File: config.mk
export PLATFORM = sky130hd
export DESIGN_NAME = alarm_panel_code_lock_core
export DESIGN_NICKNAME = d
export VERILOG_FILES = /design/src/rtl/apcl_pkg.sv /design/src/rtl/apcl_store.sv /design/src/rtl/apcl_ctrl.sv /design/src/rtl/alarm_panel_code_lock_core.sv
export SDC_FILE = /design/constraint.sdc
export NUM_CORES = 1
export LEC_CHECK = 0
export ABC_AREA = 0
export BUFFER_PORTS_ARGS = -buffer_cell sky130_fd_sc_hd__clkbuf_2
export CORE_UTILIZATION = 50
export CTS_BUF_LIST = sky130_fd_sc_hd__clkbuf_4 sky130_fd_sc_hd__clkbuf_8
export DETAILED_ROUTE_END_ITERATION = 8
export GPL_TIMING_DRIVEN = 0
export PLACE_DENSITY = 0.66
export SLEW_MARGIN = 20
export SYNTH_ARGS = -nofsm -noshare
export SYNTH_HDL_FRONTEND = slang
export SYNTH_SLANG_ARGS = --single-unit
File: constraint.sdc
create_clock -name aclk -period 7.55 [get_ports aclk]
set_input_delay 1.51 -clock aclk [delete_from_list [all_inputs] [get_ports aclk]]
set_output_delay 1.51 -clock aclk [all_outputs]
set_load 0.05 [all_outputs]
File: src/rtl/apcl_pkg.sv
// Shared types, constants and helpers for the alarm panel code lock.
// No dependencies; used by every other file in rtl/.
`default_nettype none

package apcl_pkg;

    localparam int MAX_CODE_LEN = 10;
    localparam int SENSOR_COUNT = 4;

    localparam int IDX_W      = $clog2(MAX_CODE_LEN);
    localparam int PTR_W      = $clog2(MAX_CODE_LEN + 1);
    localparam int KEY_W      = 8;
    localparam int READ_W     = 8;
    localparam int TIMEOUT_W  = 16;
    localparam int MINLEN_W   = 4;
    localparam int COUNT_W    = 4;
    localparam int CMP_W      = (PTR_W > MINLEN_W) ? PTR_W : MINLEN_W;
    localparam int CFG_IDX_W  = 3;
    localparam int CFG_DATA_W = 16;
    localparam int S_TDATA_W  = 24;
    localparam int M_TDATA_W  = 16;

    localparam int RESET_CODE_LEN = 4;

    localparam logic [READ_W-1:0] SENSOR_MASK =
        READ_W'((64'd1 << (2 * SENSOR_COUNT)) - 64'd1);

    localparam logic [TIMEOUT_W-1:0] RST_ENTRY_TIMEOUT = 16'd4000;
    localparam logic [MINLEN_W-1:0]  RST_MIN_CODE_LEN  = 4'd3;
    localparam logic [KEY_W-1:0]     RST_ARM_KEY       = 8'd13;
    localparam logic [KEY_W-1:0]     RST_NEW_CODE_KEY  = 8'd14;
    localparam logic [KEY_W-1:0]     RST_LEARN_KEY     = 8'd15;

    localparam logic CMD_TICK = 1'b0;
    localparam logic CMD_SCAN = 1'b1;

    typedef enum logic [1:0] {
        MODE_IDLE    = 2'd0,
        MODE_ARMED   = 2'd1,
        MODE_ALARM   = 2'd2,
        MODE_NEWCODE = 2'd3
    } mode_t;

    typedef enum logic [2:0] {
        EV_NONE      = 3'd0,
        EV_ARMED     = 3'd1,
        EV_REFUSED   = 3'd2,
        EV_DISARMED  = 3'd3,
        EV_TIMEOUT   = 3'd4,
        EV_SAVED     = 3'd5,
        EV_SHORT     = 3'd6,
        EV_LEARNED   = 3'd7
    } event_t;

    typedef enum logic [CFG_IDX_W-1:0] {
        CFG_ENTRY_TIMEOUT = 3'd0,
        CFG_MIN_CODE_LEN  = 3'd1,
        CFG_ARM_KEY       = 3'd2,
        CFG_NEW_CODE_KEY  = 3'd3,
        CFG_LEARN_KEY     = 3'd4
    } cfg_sel_t;

    typedef enum logic [2:0] {
        ST_IDLE,
        ST_EXEC,
        ST_COPY_RD,
        ST_COPY_WR,
        ST_CMP_RD,
        ST_CMP_CHK,
        ST_DONE
    } state_t;

    typedef enum logic [1:0] {
        OP_NONE,
        OP_COPY,
        OP_CMP
    } op_t;

    typedef struct packed {
        logic              cover_open;
        logic [READ_W-1:0] sensor_reading;
        logic [KEY_W-1:0]  key;
    } item_t;

    typedef struct packed {
        logic [COUNT_W-1:0] entered_count;
        logic               siren_on;
        event_t             event_res;
        mode_t              panel_mode;
    } result_t;

    typedef struct packed {
        logic                  wr_en;
        logic [CFG_IDX_W-1:0]  index;
        logic [CFG_DATA_W-1:0] data;
    } cfg_wr_t;

    typedef struct packed {
        logic [IDX_W-1:0] rd_addr;
        logic             ent_we;
        logic             code_we;
        logic [IDX_W-1:0] wr_addr;
        logic [KEY_W-1:0] wr_data;
    } mem_req_t;

    typedef struct packed {
        logic [KEY_W-1:0] ent_data;
        logic [KEY_W-1:0] code_data;
    } mem_rsp_t;

    function automatic logic [KEY_W-1:0] code_reset_value(input logic [IDX_W-1:0] idx);
        return (idx < IDX_W'(RESET_CODE_LEN)) ? KEY_W'(1) : '0;
    endfunction

endpackage

`default_nettype wire

File: src/rtl/apcl_store.sv
// Entry buffer and stored code memories, with registered reads.
// Depends on apcl_pkg; stored code entries read as the factory code until written.
`default_nettype none

module apcl_store (
    input  wire logic                aclk,
    input  wire logic                aresetn,
    input  wire apcl_pkg::mem_req_t  req,
    output apcl_pkg::mem_rsp_t       rsp
);

    logic [apcl_pkg::KEY_W-1:0] ent_mem  [apcl_pkg::MAX_CODE_LEN];
    logic [apcl_pkg::KEY_W-1:0] code_mem [apcl_pkg::MAX_CODE_LEN];

    logic [apcl_pkg::MAX_CODE_LEN-1:0] code_valid_reg, code_valid_next;
    logic [apcl_pkg::KEY_W-1:0]        ent_q_reg, code_q_reg;

    always_comb begin
        code_valid_next = code_valid_reg;
        if (req.code_we) begin
            code_valid_next[req.wr_addr] = 1'b1;
        end
    end

    always_ff @(posedge aclk) begin
        if (!aresetn) begin
            code_valid_reg <= '0;
        end else begin
            code_valid_reg <= code_valid_next;
        end
    end

    always_ff @(posedge aclk) begin
        if (req.ent_we) begin
            ent_mem[req.wr_addr] <= req.wr_data;
        end
        if (req.code_we) begin
            code_mem[req.wr_addr] <= req.wr_data;
        end
        ent_q_reg  <= ent_mem[req.rd_addr];
        code_q_reg <= code_valid_reg[req.rd_addr] ? code_mem[req.rd_addr]
                                                  : apcl_pkg::code_reset_value(req.rd_addr);
    end

    assign rsp.ent_data  = ent_q_reg;
    assign rsp.code_data = code_q_reg;

endmodule

`default_nettype wire

File: src/rtl/apcl_ctrl.sv
// Sequencer and scalar state of the panel: mode, pointers, timeout, config.
// Depends on apcl_pkg; drives the memories in apcl_store.
`default_nettype none

module apcl_ctrl (
    input  wire logic               aclk,
    input  wire logic               aresetn,
    input  wire logic               s_tvalid,
    output logic                    s_tready,
    input  wire logic               s_cmd,
    input  wire apcl_pkg::item_t    s_item,
    output logic                    m_tvalid,
    input  wire logic               m_tready,
    output apcl_pkg::result_t       m_result,
    input  wire apcl_pkg::cfg_wr_t  cfg,
    output apcl_pkg::mem_req_t      mem_req,
    input  wire apcl_pkg::mem_rsp_t mem_rsp
);

    typedef struct packed {
        apcl_pkg::mode_t                   mode;
        apcl_pkg::event_t                  ev;
        logic [apcl_pkg::READ_W-1:0]       sref;
        logic [apcl_pkg::PTR_W-1:0]        up;
        logic [apcl_pkg::PTR_W-1:0]        np;
        logic [apcl_pkg::PTR_W-1:0]        len;
        logic [apcl_pkg::TIMEOUT_W-1:0]    tc;
        apcl_pkg::op_t                     op;
        logic                              ent_we;
        logic [apcl_pkg::IDX_W-1:0]        wr_addr;
    } exec_t;

    apcl_pkg::state_t state_reg, state_next;

    logic [apcl_pkg::TIMEOUT_W-1:0] timeout_cfg_reg, timeout_cfg_next;
    logic [apcl_pkg::MINLEN_W-1:0]  min_len_reg, min_len_next;
    logic [apcl_pkg::KEY_W-1:0]     arm_key_reg, arm_key_next;
    logic [apcl_pkg::KEY_W-1:0]     new_key_reg, new_key_next;
    logic [apcl_pkg::KEY_W-1:0]     learn_key_reg, learn_key_next;

    apcl_pkg::mode_t                mode_reg, mode_next;
    logic [apcl_pkg::PTR_W-1:0]     up_reg, up_next;
    logic [apcl_pkg::PTR_W-1:0]     np_reg, np_next;
    logic [apcl_pkg::PTR_W-1:0]     len_reg, len_next;
    logic [apcl_pkg::TIMEOUT_W-1:0] tc_reg, tc_next;
    logic [apcl_pkg::READ_W-1:0]    sref_reg, sref_next;
    logic                           out_valid_reg, out_valid_next;

    logic                           cmd_reg, cmd_next;
    apcl_pkg::item_t                item_reg, item_next;
    apcl_pkg::event_t               ev_reg, ev_next;
    logic [apcl_pkg::PTR_W-1:0]     idx_reg, idx_next;
    apcl_pkg::result_t              out_reg, out_next;

    exec_t                          ex;
    logic [apcl_pkg::PTR_W-1:0]     idx_inc;
    logic                           copy_last, cmp_last, cmp_equal, out_free;

    assign idx_inc   = idx_reg + 1'b1;
    assign copy_last = (idx_inc == len_reg);
    assign cmp_last  = (idx_inc == up_reg);
    assign cmp_equal = (mem_rsp.ent_data == mem_rsp.code_data);
    assign out_free  = !out_valid_reg || m_tready;

    // scan and tick handling on the captured transaction
    always_comb begin
        logic [apcl_pkg::KEY_W-1:0] k;
        logic                       match;
        ex.mode    = mode_reg;
        ex.ev      = apcl_pkg::EV_NONE;
        ex.sref    = sref_reg;
        ex.up      = up_reg;
        ex.np      = np_reg;
        ex.len     = len_reg;
        ex.tc      = tc_reg;
        ex.op      = apcl_pkg::OP_NONE;
        ex.ent_we  = 1'b0;
        ex.wr_addr = '0;
        k          = item_reg.key;
        match      = ((item_reg.sensor_reading ^ sref_reg) & apcl_pkg::SENSOR_MASK) == '0;
        if (cmd_reg == apcl_pkg::CMD_TICK) begin
            if (tc_reg != '0) begin
                ex.tc = tc_reg - 1'b1;
                if (ex.tc == '0) begin
                    ex.up = '0;
                    ex.ev = apcl_pkg::EV_TIMEOUT;
                end
            end
        end else begin
            if (ex.mode == apcl_pkg::MODE_IDLE) begin
                if (k != '0) begin
                    if (k == arm_key_reg) begin
                        if (match) begin
                            ex.mode = apcl_pkg::MODE_ARMED;
                            ex.ev   = apcl_pkg::EV_ARMED;
                        end else begin
                            ex.ev = apcl_pkg::EV_REFUSED;
                        end
                    end else if (k == new_key_reg) begin
                        ex.mode = apcl_pkg::MODE_NEWCODE;
                    end else if (k == learn_key_reg) begin
                        ex.sref = item_reg.sensor_reading & apcl_pkg::SENSOR_MASK;
                        ex.ev   = apcl_pkg::EV_LEARNED;
                    end
                end
                k = '0;
            end
            if (ex.mode == apcl_pkg::MODE_NEWCODE) begin
                if (np_reg >= apcl_pkg::PTR_W'(apcl_pkg::MAX_CODE_LEN)
                    || (k != '0 && k == new_key_reg)) begin
                    if (apcl_pkg::CMP_W'(np_reg) < apcl_pkg::CMP_W'(min_len_reg)) begin
                        ex.ev = apcl_pkg::EV_SHORT;
                    end else begin
                        ex.len = np_reg;
                        ex.ev  = apcl_pkg::EV_SAVED;
                        if (np_reg != '0) begin
                            ex.op = apcl_pkg::OP_COPY;
                        end
                    end
                    ex.np   = '0;
                    ex.mode = apcl_pkg::MODE_IDLE;
                end else if (k != '0) begin
                    ex.ent_we  = 1'b1;
                    ex.wr_addr = np_reg[apcl_pkg::IDX_W-1:0];
                    ex.np      = np_reg + 1'b1;
                end
            end
            if (ex.mode == apcl_pkg::MODE_ARMED && item_reg.cover_open) begin
                ex.mode = apcl_pkg::MODE_ALARM;
            end
            if (ex.mode == apcl_pkg::MODE_ARMED || ex.mode == apcl_pkg::MODE_ALARM) begin
                if (!match) begin
                    ex.mode = apcl_pkg::MODE_ALARM;
                end
                if (k != '0) begin
                    ex.tc = timeout_cfg_reg;
                    if (up_reg < apcl_pkg::PTR_W'(apcl_pkg::MAX_CODE_LEN)) begin
                        ex.ent_we  = 1'b1;
                        ex.wr_addr = up_reg[apcl_pkg::IDX_W-1:0];
                        ex.up      = up_reg + 1'b1;
                        if (ex.up == len_reg) begin
                            ex.op = apcl_pkg::OP_CMP;
                        end
                    end
                end
            end
        end
    end

    always_comb begin
        state_next = state_reg;
        case (state_reg)
            apcl_pkg::ST_IDLE: begin
                if (s_tvalid) begin
                    state_next = apcl_pkg::ST_EXEC;
                end
            end
            apcl_pkg::ST_EXEC: begin
                case (ex.op)
                    apcl_pkg::OP_COPY: state_next = apcl_pkg::ST_COPY_RD;
                    apcl_pkg::OP_CMP:  state_next = apcl_pkg::ST_CMP_RD;
                    default:           state_next = apcl_pkg::ST_DONE;
                endcase
            end
            apcl_pkg::ST_COPY_RD: state_next = apcl_pkg::ST_COPY_WR;
            apcl_pkg::ST_COPY_WR: begin
                state_next = copy_last ? apcl_pkg::ST_DONE : apcl_pkg::ST_COPY_RD;
            end
            apcl_pkg::ST_CMP_RD: state_next = apcl_pkg::ST_CMP_CHK;
            apcl_pkg::ST_CMP_CHK: begin
                state_next = (!cmp_equal || cmp_last) ? apcl_pkg::ST_DONE
                                                      : apcl_pkg::ST_CMP_RD;
            end
            apcl_pkg::ST_DONE: begin
                if (out_free) begin
                    state_next = apcl_pkg::ST_IDLE;
                end
            end
            default: state_next = apcl_pkg::ST_IDLE;
        endcase
    end

    always_comb begin
        timeout_cfg_next = timeout_cfg_reg;
        min_len_next     = min_len_reg;
        arm_key_next     = arm_key_reg;
        new_key_next     = new_key_reg;
        learn_key_next   = learn_key_reg;
        mode_next        = mode_reg;
        up_next          = up_reg;
        np_next          = np_reg;
        len_next         = len_reg;
        tc_next          = tc_reg;
        sref_next        = sref_reg;
        out_valid_next   = out_valid_reg && !m_tready;
        cmd_next         = cmd_reg;
        item_next        = item_reg;
        ev_next          = ev_reg;
        idx_next         = idx_reg;
        out_next         = out_reg;
        mem_req.rd_addr  = idx_reg[apcl_pkg::IDX_W-1:0];
        mem_req.ent_we   = 1'b0;
        mem_req.code_we  = 1'b0;
        mem_req.wr_addr  = '0;
        mem_req.wr_data  = item_reg.key;

        if (cfg.wr_en) begin
            case (cfg.index)
                apcl_pkg::CFG_ENTRY_TIMEOUT: timeout_cfg_next = cfg.data;
                apcl_pkg::CFG_MIN_CODE_LEN:  min_len_next = cfg.data[apcl_pkg::MINLEN_W-1:0];
                apcl_pkg::CFG_ARM_KEY:       arm_key_next = cfg.data[apcl_pkg::KEY_W-1:0];
                apcl_pkg::CFG_NEW_CODE_KEY:  new_key_next = cfg.data[apcl_pkg::KEY_W-1:0];
                apcl_pkg::CFG_LEARN_KEY:     learn_key_next = cfg.data[apcl_pkg::KEY_W-1:0];
                default: ;
            endcase
        end

        case (state_reg)
            apcl_pkg::ST_IDLE: begin
                if (s_tvalid) begin
                    cmd_next  = s_cmd;
                    item_next = s_item;
                end
            end
            apcl_pkg::ST_EXEC: begin
                mode_next       = ex.mode;
                ev_next         = ex.ev;
                sref_next       = ex.sref;
                up_next         = ex.up;
                np_next         = ex.np;
                len_next        = ex.len;
                tc_next         = ex.tc;
                idx_next        = '0;
                mem_req.ent_we  = ex.ent_we;
                mem_req.wr_addr = ex.wr_addr;
            end
            apcl_pkg::ST_COPY_WR: begin
                mem_req.code_we = 1'b1;
                mem_req.wr_addr = idx_reg[apcl_pkg::IDX_W-1:0];
                mem_req.wr_data = mem_rsp.ent_data;
                idx_next        = idx_inc;
            end
            apcl_pkg::ST_CMP_CHK: begin
                if (cmp_equal) begin
                    if (cmp_last) begin
                        mode_next = apcl_pkg::MODE_IDLE;
                        up_next   = '0;
                        tc_next   = '0;
                        ev_next   = apcl_pkg::EV_DISARMED;
                    end else begin
                        idx_next = idx_inc;
                    end
                end
            end
            apcl_pkg::ST_DONE: begin
                if (out_free) begin
                    out_valid_next         = 1'b1;
                    out_next.panel_mode    = mode_reg;
                    out_next.event_res     = ev_reg;
                    out_next.siren_on      = (mode_reg == apcl_pkg::MODE_ALARM);
                    out_next.entered_count = apcl_pkg::COUNT_W'(up_reg);
                end
            end
            default: ;
        endcase
    end

    always_ff @(posedge aclk) begin
        if (!aresetn) begin
            state_reg       <= apcl_pkg::ST_IDLE;
            timeout_cfg_reg <= apcl_pkg::RST_ENTRY_TIMEOUT;
            min_len_reg     <= apcl_pkg::RST_MIN_CODE_LEN;
            arm_key_reg     <= apcl_pkg::RST_ARM_KEY;
            new_key_reg     <= apcl_pkg::RST_NEW_CODE_KEY;
            learn_key_reg   <= apcl_pkg::RST_LEARN_KEY;
            mode_reg        <= apcl_pkg::MODE_ARMED;
            up_reg          <= '0;
            np_reg          <= '0;
            len_reg         <= apcl_pkg::PTR_W'(apcl_pkg::RESET_CODE_LEN);
            tc_reg          <= '0;
            sref_reg        <= '0;
            out_valid_reg   <= 1'b0;
        end else begin
            state_reg       <= state_next;
            timeout_cfg_reg <= timeout_cfg_next;
            min_len_reg     <= min_len_next;
            arm_key_reg     <= arm_key_next;
            new_key_reg     <= new_key_next;
            learn_key_reg   <= learn_key_next;
            mode_reg        <= mode_next;
            up_reg          <= up_next;
            np_reg          <= np_next;
            len_reg         <= len_next;
            tc_reg          <= tc_next;
            sref_reg        <= sref_next;
            out_valid_reg   <= out_valid_next;
        end
    end

    always_ff @(posedge aclk) begin
        cmd_reg  <= cmd_next;
        item_reg <= item_next;
        ev_reg   <= ev_next;
        idx_reg  <= idx_next;
        out_reg  <= out_next;
    end

    assign s_tready = (state_reg == apcl_pkg::ST_IDLE);
    assign m_tvalid = out_valid_reg;
    assign m_result = out_reg;

endmodule

`default_nettype wire

File: src/rtl/alarm_panel_code_lock_core.sv
// Alarm panel code lock: keypad lock and alarm controller, one result per transaction.
// Input stream: s_tuser selects a timer tick (0) or a keypad scan (1); s_tdata carries
// the key, the sensor loop readings and the cover switch. Output stream: one result
// transaction per input with mode, event, siren and the unlock entry count.
// Configuration: cfg_wr_en/cfg_index/cfg_data write one register per clock, no read-back.
// A transaction runs through IDLE, EXEC and DONE, and DONE registers its result;
// a scan that saves a new code adds COPY_RD and COPY_WR per symbol (copy through the
// entry memory read port); a scan that completes an unlock entry adds CMP_RD and
// CMP_CHK per symbol up to a mismatch (serial compare); one transaction in flight.
// A new input transaction is taken while the previous result waits in the output
// register; if the receiver stalls, the next result holds the sequencer until the
// output register frees, and s_tready stays low meanwhile.
// Reset (aresetn low, synchronous) leaves the panel armed with the factory code of
// four ones, empty entry, zero timer, zero sensor reference and default registers.
// No clearing pass: the stored code reads as the factory code until rewritten.
// Depends on apcl_pkg, apcl_ctrl, apcl_store.
`default_nettype none

module alarm_panel_code_lock_core (
    input  wire logic                             aclk,
    input  wire logic                             aresetn,
    input  wire logic                             s_tvalid,
    output logic                                  s_tready,
    // key[7:0], sensor_reading[15:8], cover_open[16], zero fill
    input  wire logic [apcl_pkg::S_TDATA_W-1:0]   s_tdata,
    // cmd[0]
    input  wire logic [0:0]                       s_tuser,
    output logic                                  m_tvalid,
    input  wire logic                             m_tready,
    // panel_mode[1:0], event_res[4:2], siren_on[5], entered_count[9:6], zero fill
    output logic [apcl_pkg::M_TDATA_W-1:0]        m_tdata,
    input  wire logic                             cfg_wr_en,
    input  wire logic [apcl_pkg::CFG_IDX_W-1:0]   cfg_index,
    input  wire logic [apcl_pkg::CFG_DATA_W-1:0]  cfg_data
);

    apcl_pkg::item_t    s_item;
    apcl_pkg::result_t  m_result;
    apcl_pkg::cfg_wr_t  cfg;
    apcl_pkg::mem_req_t mem_req;
    apcl_pkg::mem_rsp_t mem_rsp;

    assign s_item    = s_tdata[$bits(apcl_pkg::item_t)-1:0];
    assign cfg.wr_en = cfg_wr_en;
    assign cfg.index = cfg_index;
    assign cfg.data  = cfg_data;
    assign m_tdata   = apcl_pkg::M_TDATA_W'(m_result);

    apcl_ctrl u_ctrl (
        .aclk     (aclk),
        .aresetn  (aresetn),
        .s_tvalid (s_tvalid),
        .s_tready (s_tready),
        .s_cmd    (s_tuser[0]),
        .s_item   (s_item),
        .m_tvalid (m_tvalid),
        .m_tready (m_tready),
        .m_result (m_result),
        .cfg      (cfg),
        .mem_req  (mem_req),
        .mem_rsp  (mem_rsp)
    );

    apcl_store u_store (
        .aclk    (aclk),
        .aresetn (aresetn),
        .req     (mem_req),
        .rsp     (mem_rsp)
    );

`ifndef SYNTHESIS
    a_count_bound: assert property (@(posedge aclk) disable iff (!aresetn)
        m_tvalid |-> (m_result.entered_count <= apcl_pkg::COUNT_W'(apcl_pkg::MAX_CODE_LEN)))
        else $error("entered_count beyond code buffer depth");

    a_siren_mode: assert property (@(posedge aclk) disable iff (!aresetn)
        m_tvalid |-> (m_result.siren_on == (m_result.panel_mode == apcl_pkg::MODE_ALARM)))
        else $error("siren_on disagrees with panel_mode");

    a_disarm_clears: assert property (@(posedge aclk) disable iff (!aresetn)
        (m_tvalid && m_result.event_res == apcl_pkg::EV_DISARMED)
        |-> (m_result.panel_mode == apcl_pkg::MODE_IDLE && m_result.entered_count == '0))
        else $error("disarm left mode or entry count set");

    a_one_in_flight: assert property (@(posedge aclk) disable iff (!aresetn)
        (s_tvalid && s_tready) |=> !s_tready)
        else $error("second transaction taken while one is in work");
`endif

endmodule

`default_nettype wire

==> metrics.log <==
INFO  metric run_status = finished with violations
INFO  metric failed_checks = DRC
INFO  metric met2_usage = 35.7%
INFO  metric power_leakage = 0.00536 uW
INFO  metric post-route-drc-count = 6
INFO  metric report.final.setup_viol = 0
INFO  metric routed_wire_length_per_instance = 20.0 um
INFO  metric layout_min_cycle_time = 4.41 ns
INFO  metric place_congestion = 0.881
INFO  metric cts_max_level = 2
INFO  metric grt_most_used_layer = met2
INFO  metric tightest_slew = 1.08 ns
INFO  metric sequential_cell_area = 0.00818 mm2
INFO  metric layout_setup_ws = 3.14 ns
INFO  metric stdcell_count = 1590
INFO  metric crit_path_start_kind = register
INFO  metric worst_skew_pair.late_latency = 0.59 ns
INFO  metric mappedNetlistArea = 0.0134 mm2
INFO  metric fmax = 227 MHz
INFO  metric yosysMostFrequentCell = sky130_fd_sc_hd__edfxtp_1
INFO  metric post_cts_resize_count = 0
INFO  metric seq_area_frac_synth = 61.1%
INFO  metric cts.sink_count = 311
INFO  metric synth.area.top_cells = sky130_fd_sc_hd__edfxtp_1 (44%), sky130_fd_sc_hd__dfxtp_1 (17%), sky130_fd_sc_hd__mux4_2 (5.7%)
INFO  metric grt_start_max_net_pins = 21
INFO  metric synth.lib_cells_used.distinct = 68
INFO  metric grt_overflow = 0
INFO  metric power.sequential.fraction = 44.8%
INFO  metric cts.reportedPaths.clkPinSlew = 0.06 ns
INFO  metric die_x = 166 um
INFO  metric area_growth_syn_to_layout = 14.1%
INFO  metric detailroute.via_count = 9138
INFO  metric finalInstanceArea = 0.0153 mm2
INFO  metric cts_root_buffer = sky130_fd_sc_hd__clkbuf_8
INFO  metric grt.total_usage = 23.3%
INFO  metric fp-row-count = 59
INFO  metric drt_iter0_drc = 704
INFO  metric timing.critical_path.cells = clkbuf_1 > xnor2_1 > nand4_1 > nor4_2 > a31o_2 > a22oi_1 > o21ai_0 > nand3_1 > nor2b_1
INFO  metric finalSetupTns = 0 ns
INFO  metric placedCellCount = 1494
INFO  metric io_buffers = 52
INFO  metric cp_max_fo = 8
INFO  metric cpPeakStageDelay = 0.79 ns
INFO  metric die-height = 166 um
INFO  metric worstPathArrival = 4.60 ns
INFO  metric first_pass_iters = 7
INFO  metric cellInternalPower = 3200 uW
INFO  metric path_class = register to register
INFO  metric power.net_switching = 1370 uW
INFO  metric cp_data_required_time = 7.74 ns
INFO  metric slew_margin_rel = 27.7%
INFO  metric detail-route-antenna-nets = 0
INFO  metric area_taken_by_multi_input_logic_gates = 0.00492 mm2
INFO  metric first_pass_grt_wire_length = 49400 um
INFO  metric die_area = 0.0274 mm2
INFO  metric combPwrFrac = 21.6%
INFO  metric maxSlewViolCount = 0
INFO  metric start_util = 51.2%
INFO  metric max_cap_violations = 0
INFO  metric groute.layer.met3.usage = 3.54%
INFO  metric synth.top_cell.area_share = 43.7%
INFO  metric cts_setup_buffers = 0
INFO  metric synth_top_cell_by_area = sky130_fd_sc_hd__edfxtp_1
INFO  metric cts_inserted_buffers = 51
INFO  metric drt_wl_total = 31700 um
INFO  metric peakVddDrop = 0.150 mV
INFO  metric grt_pass1_vias = 8814
INFO  metric nNetsFinal = 1271
INFO  metric postSynthAreaPerCell = 12.2 um2
INFO  metric netlist_instances = 1094
INFO  metric total_power = 4570 uW
INFO  metric setup.worst_path.end_class = register
INFO  metric detailedPlacementHpwl = 21700 um
INFO  metric hold_path.class = register to register
INFO  metric slowest_library_cell_on_the_worst_path = sky130_fd_sc_hd__nor2b_1
INFO  metric clock-skew-final = 0.0273 ns
INFO  metric fp.coreArea = 0.0261 mm2
INFO  metric maximum_buffer_depth_of_the_clock_tree = 3
INFO  metric power_frac_clock = 33.6%
INFO  metric diodes = 0
INFO  metric grt_setup_unrepaired = false
INFO  metric use_met1 = 34.1%
INFO  metric cts_tree = yes
INFO  metric post_cts_hold_buffer_count = 0
INFO  metric timing.final.hold_violations = 0
INFO  metric placement.setup.worst_slack = 3.31 ns
INFO  metric sw_frac_of_total = 30.0%
INFO  metric synth-edff-count = 195
INFO  metric period_share = 58.5%
INFO  metric avgViaCountPerCell = 5.75
INFO  metric count_of_synthesis_stage_warnings_from_yosys = 0
INFO  metric dpl-instance-area = 0.0142 mm2
INFO  metric synth_top_flop_cell = sky130_fd_sc_hd__edfxtp_1
INFO  metric synthArstFlopShare = 0%
INFO  metric ys_seq_elements = 311
INFO  metric power.density = 299 mW/mm2
INFO  metric grt_antenna_before_repair = 0
INFO  metric layout-drive-gt1-share = 18.4%
INFO  metric synthTopCellsByCount = sky130_fd_sc_hd__edfxtp_1 (195), sky130_fd_sc_hd__nand2_1 (127), sky130_fd_sc_hd__dfxtp_1 (116)
INFO  metric n_fill_cell = 2163
INFO  metric ios = 67
## cells in the final DEF, fill, tap and decap left out, drive strengths merged, types with 4 or more instances in the layout
master | synthesis | final
mux2 | 14 | 14
a221oi | 7 | 7
dfxtp | 116 | 116
xnor2 | 32 | 32
and3 | 5 | 5
clkinv | 0 | 15
nor2 | 57 | 57
a21oi | 74 | 74
buf | 16 | 24
nand3 | 31 | 31
mux4 | 34 | 34
o21ai | 29 | 29
xor2 | 34 | 34
ha | 10 | 10
nand2b | 12 | 12
nor3 | 27 | 27
a211oi | 25 | 25
and2 | 8 | 8
nand3b | 4 | 4
o31ai | 5 | 5
o21a | 11 | 11
nor2b | 29 | 29
conb | 1 | 6
inv | 20 | 21
mux2i | 24 | 24
clkbuf | 51 | 181
nor3b | 4 | 4
o22ai | 7 | 7
or2 | 8 | 8
nand4 | 11 | 11
nand2 | 127 | 127
nor4 | 22 | 22
edfxtp | 195 | 195
## power by group through the flow
stage               logic (uW)  clock network, uW  registers, uW
floorplan                  715                  0           2060
global placement           957                  0           2080
detailed placement         975                  0           2080
CTS                        981               1560           2050
global route              1070               1640           2060
finish                     986               1540           2050
## logic make-up after synthesis
group                      share of synthesized area [%]
AOI/OAI and AO/OA                                   8.87
xor gates and xnor gates                            4.54
adders and majority gates                          0.935
buffers and inverters                               2.64
DFF                                                 61.1
muxes                                               8.69
other                                             0.0280
and+or+nand+nor                                     13.2
## metal layers
layer | up-vias | wire (um)
li1 | 4286 | -
met1 | 4474 | 14500
met2 | 313 | 14300
met3 | 65 | 2060
met4 | 0 | 806
met5 | - | 0
## final cells by class
class / instances / area share, %
Sequential cell: 311 / 53.5
Inverter: 20 / 0.491
Tap cell: 335 / 2.74
Clock inverter: 18 / 0.983
Clock buffer: 78 / 6.21
Timing Repair Buffer: 60 / 2.01
Buffer: 67 / 1.82
Multi-Input combinational cell: 701 / 32.2
## critical path: cells and delay by family, from the launching register on
family / cells / cell delay (ns)
XOR/XNOR: 1 / 0.18
buffers and inverters: 1 / 0.44
AO/OA/AOI/OAI: 3 / 1.11
flip-flops: 1 / 0.32
AND/OR/NAND/NOR: 4 / 1.95
## worst paths after layout
path	cells after the start	from	slack [ns]	endpoint
worst max-delay path	9	u_ctrl.item_reg[0]	3.14	u_store.ent_mem[1][1]
worst min-delay path	0	u_ctrl.ev_reg[1]	0.42	u_ctrl.m_result[3]
worst min register to register	0	u_ctrl.ev_reg[1]	0.42	u_ctrl.m_result[3]
worst max register to register	9	u_ctrl.item_reg[0]	3.14	u_store.ent_mem[1][1]
## per-stage QoR
step,hold WS [ns],utilization (%)
after floorplan,0.400,-
after global routing,0.422,58.5
final,0.417,58.5
after CTS,0.418,58.5
after global placement,0.407,53.9
after detailed placement,0.405,54.3
(Power assumes the default switching activity.)
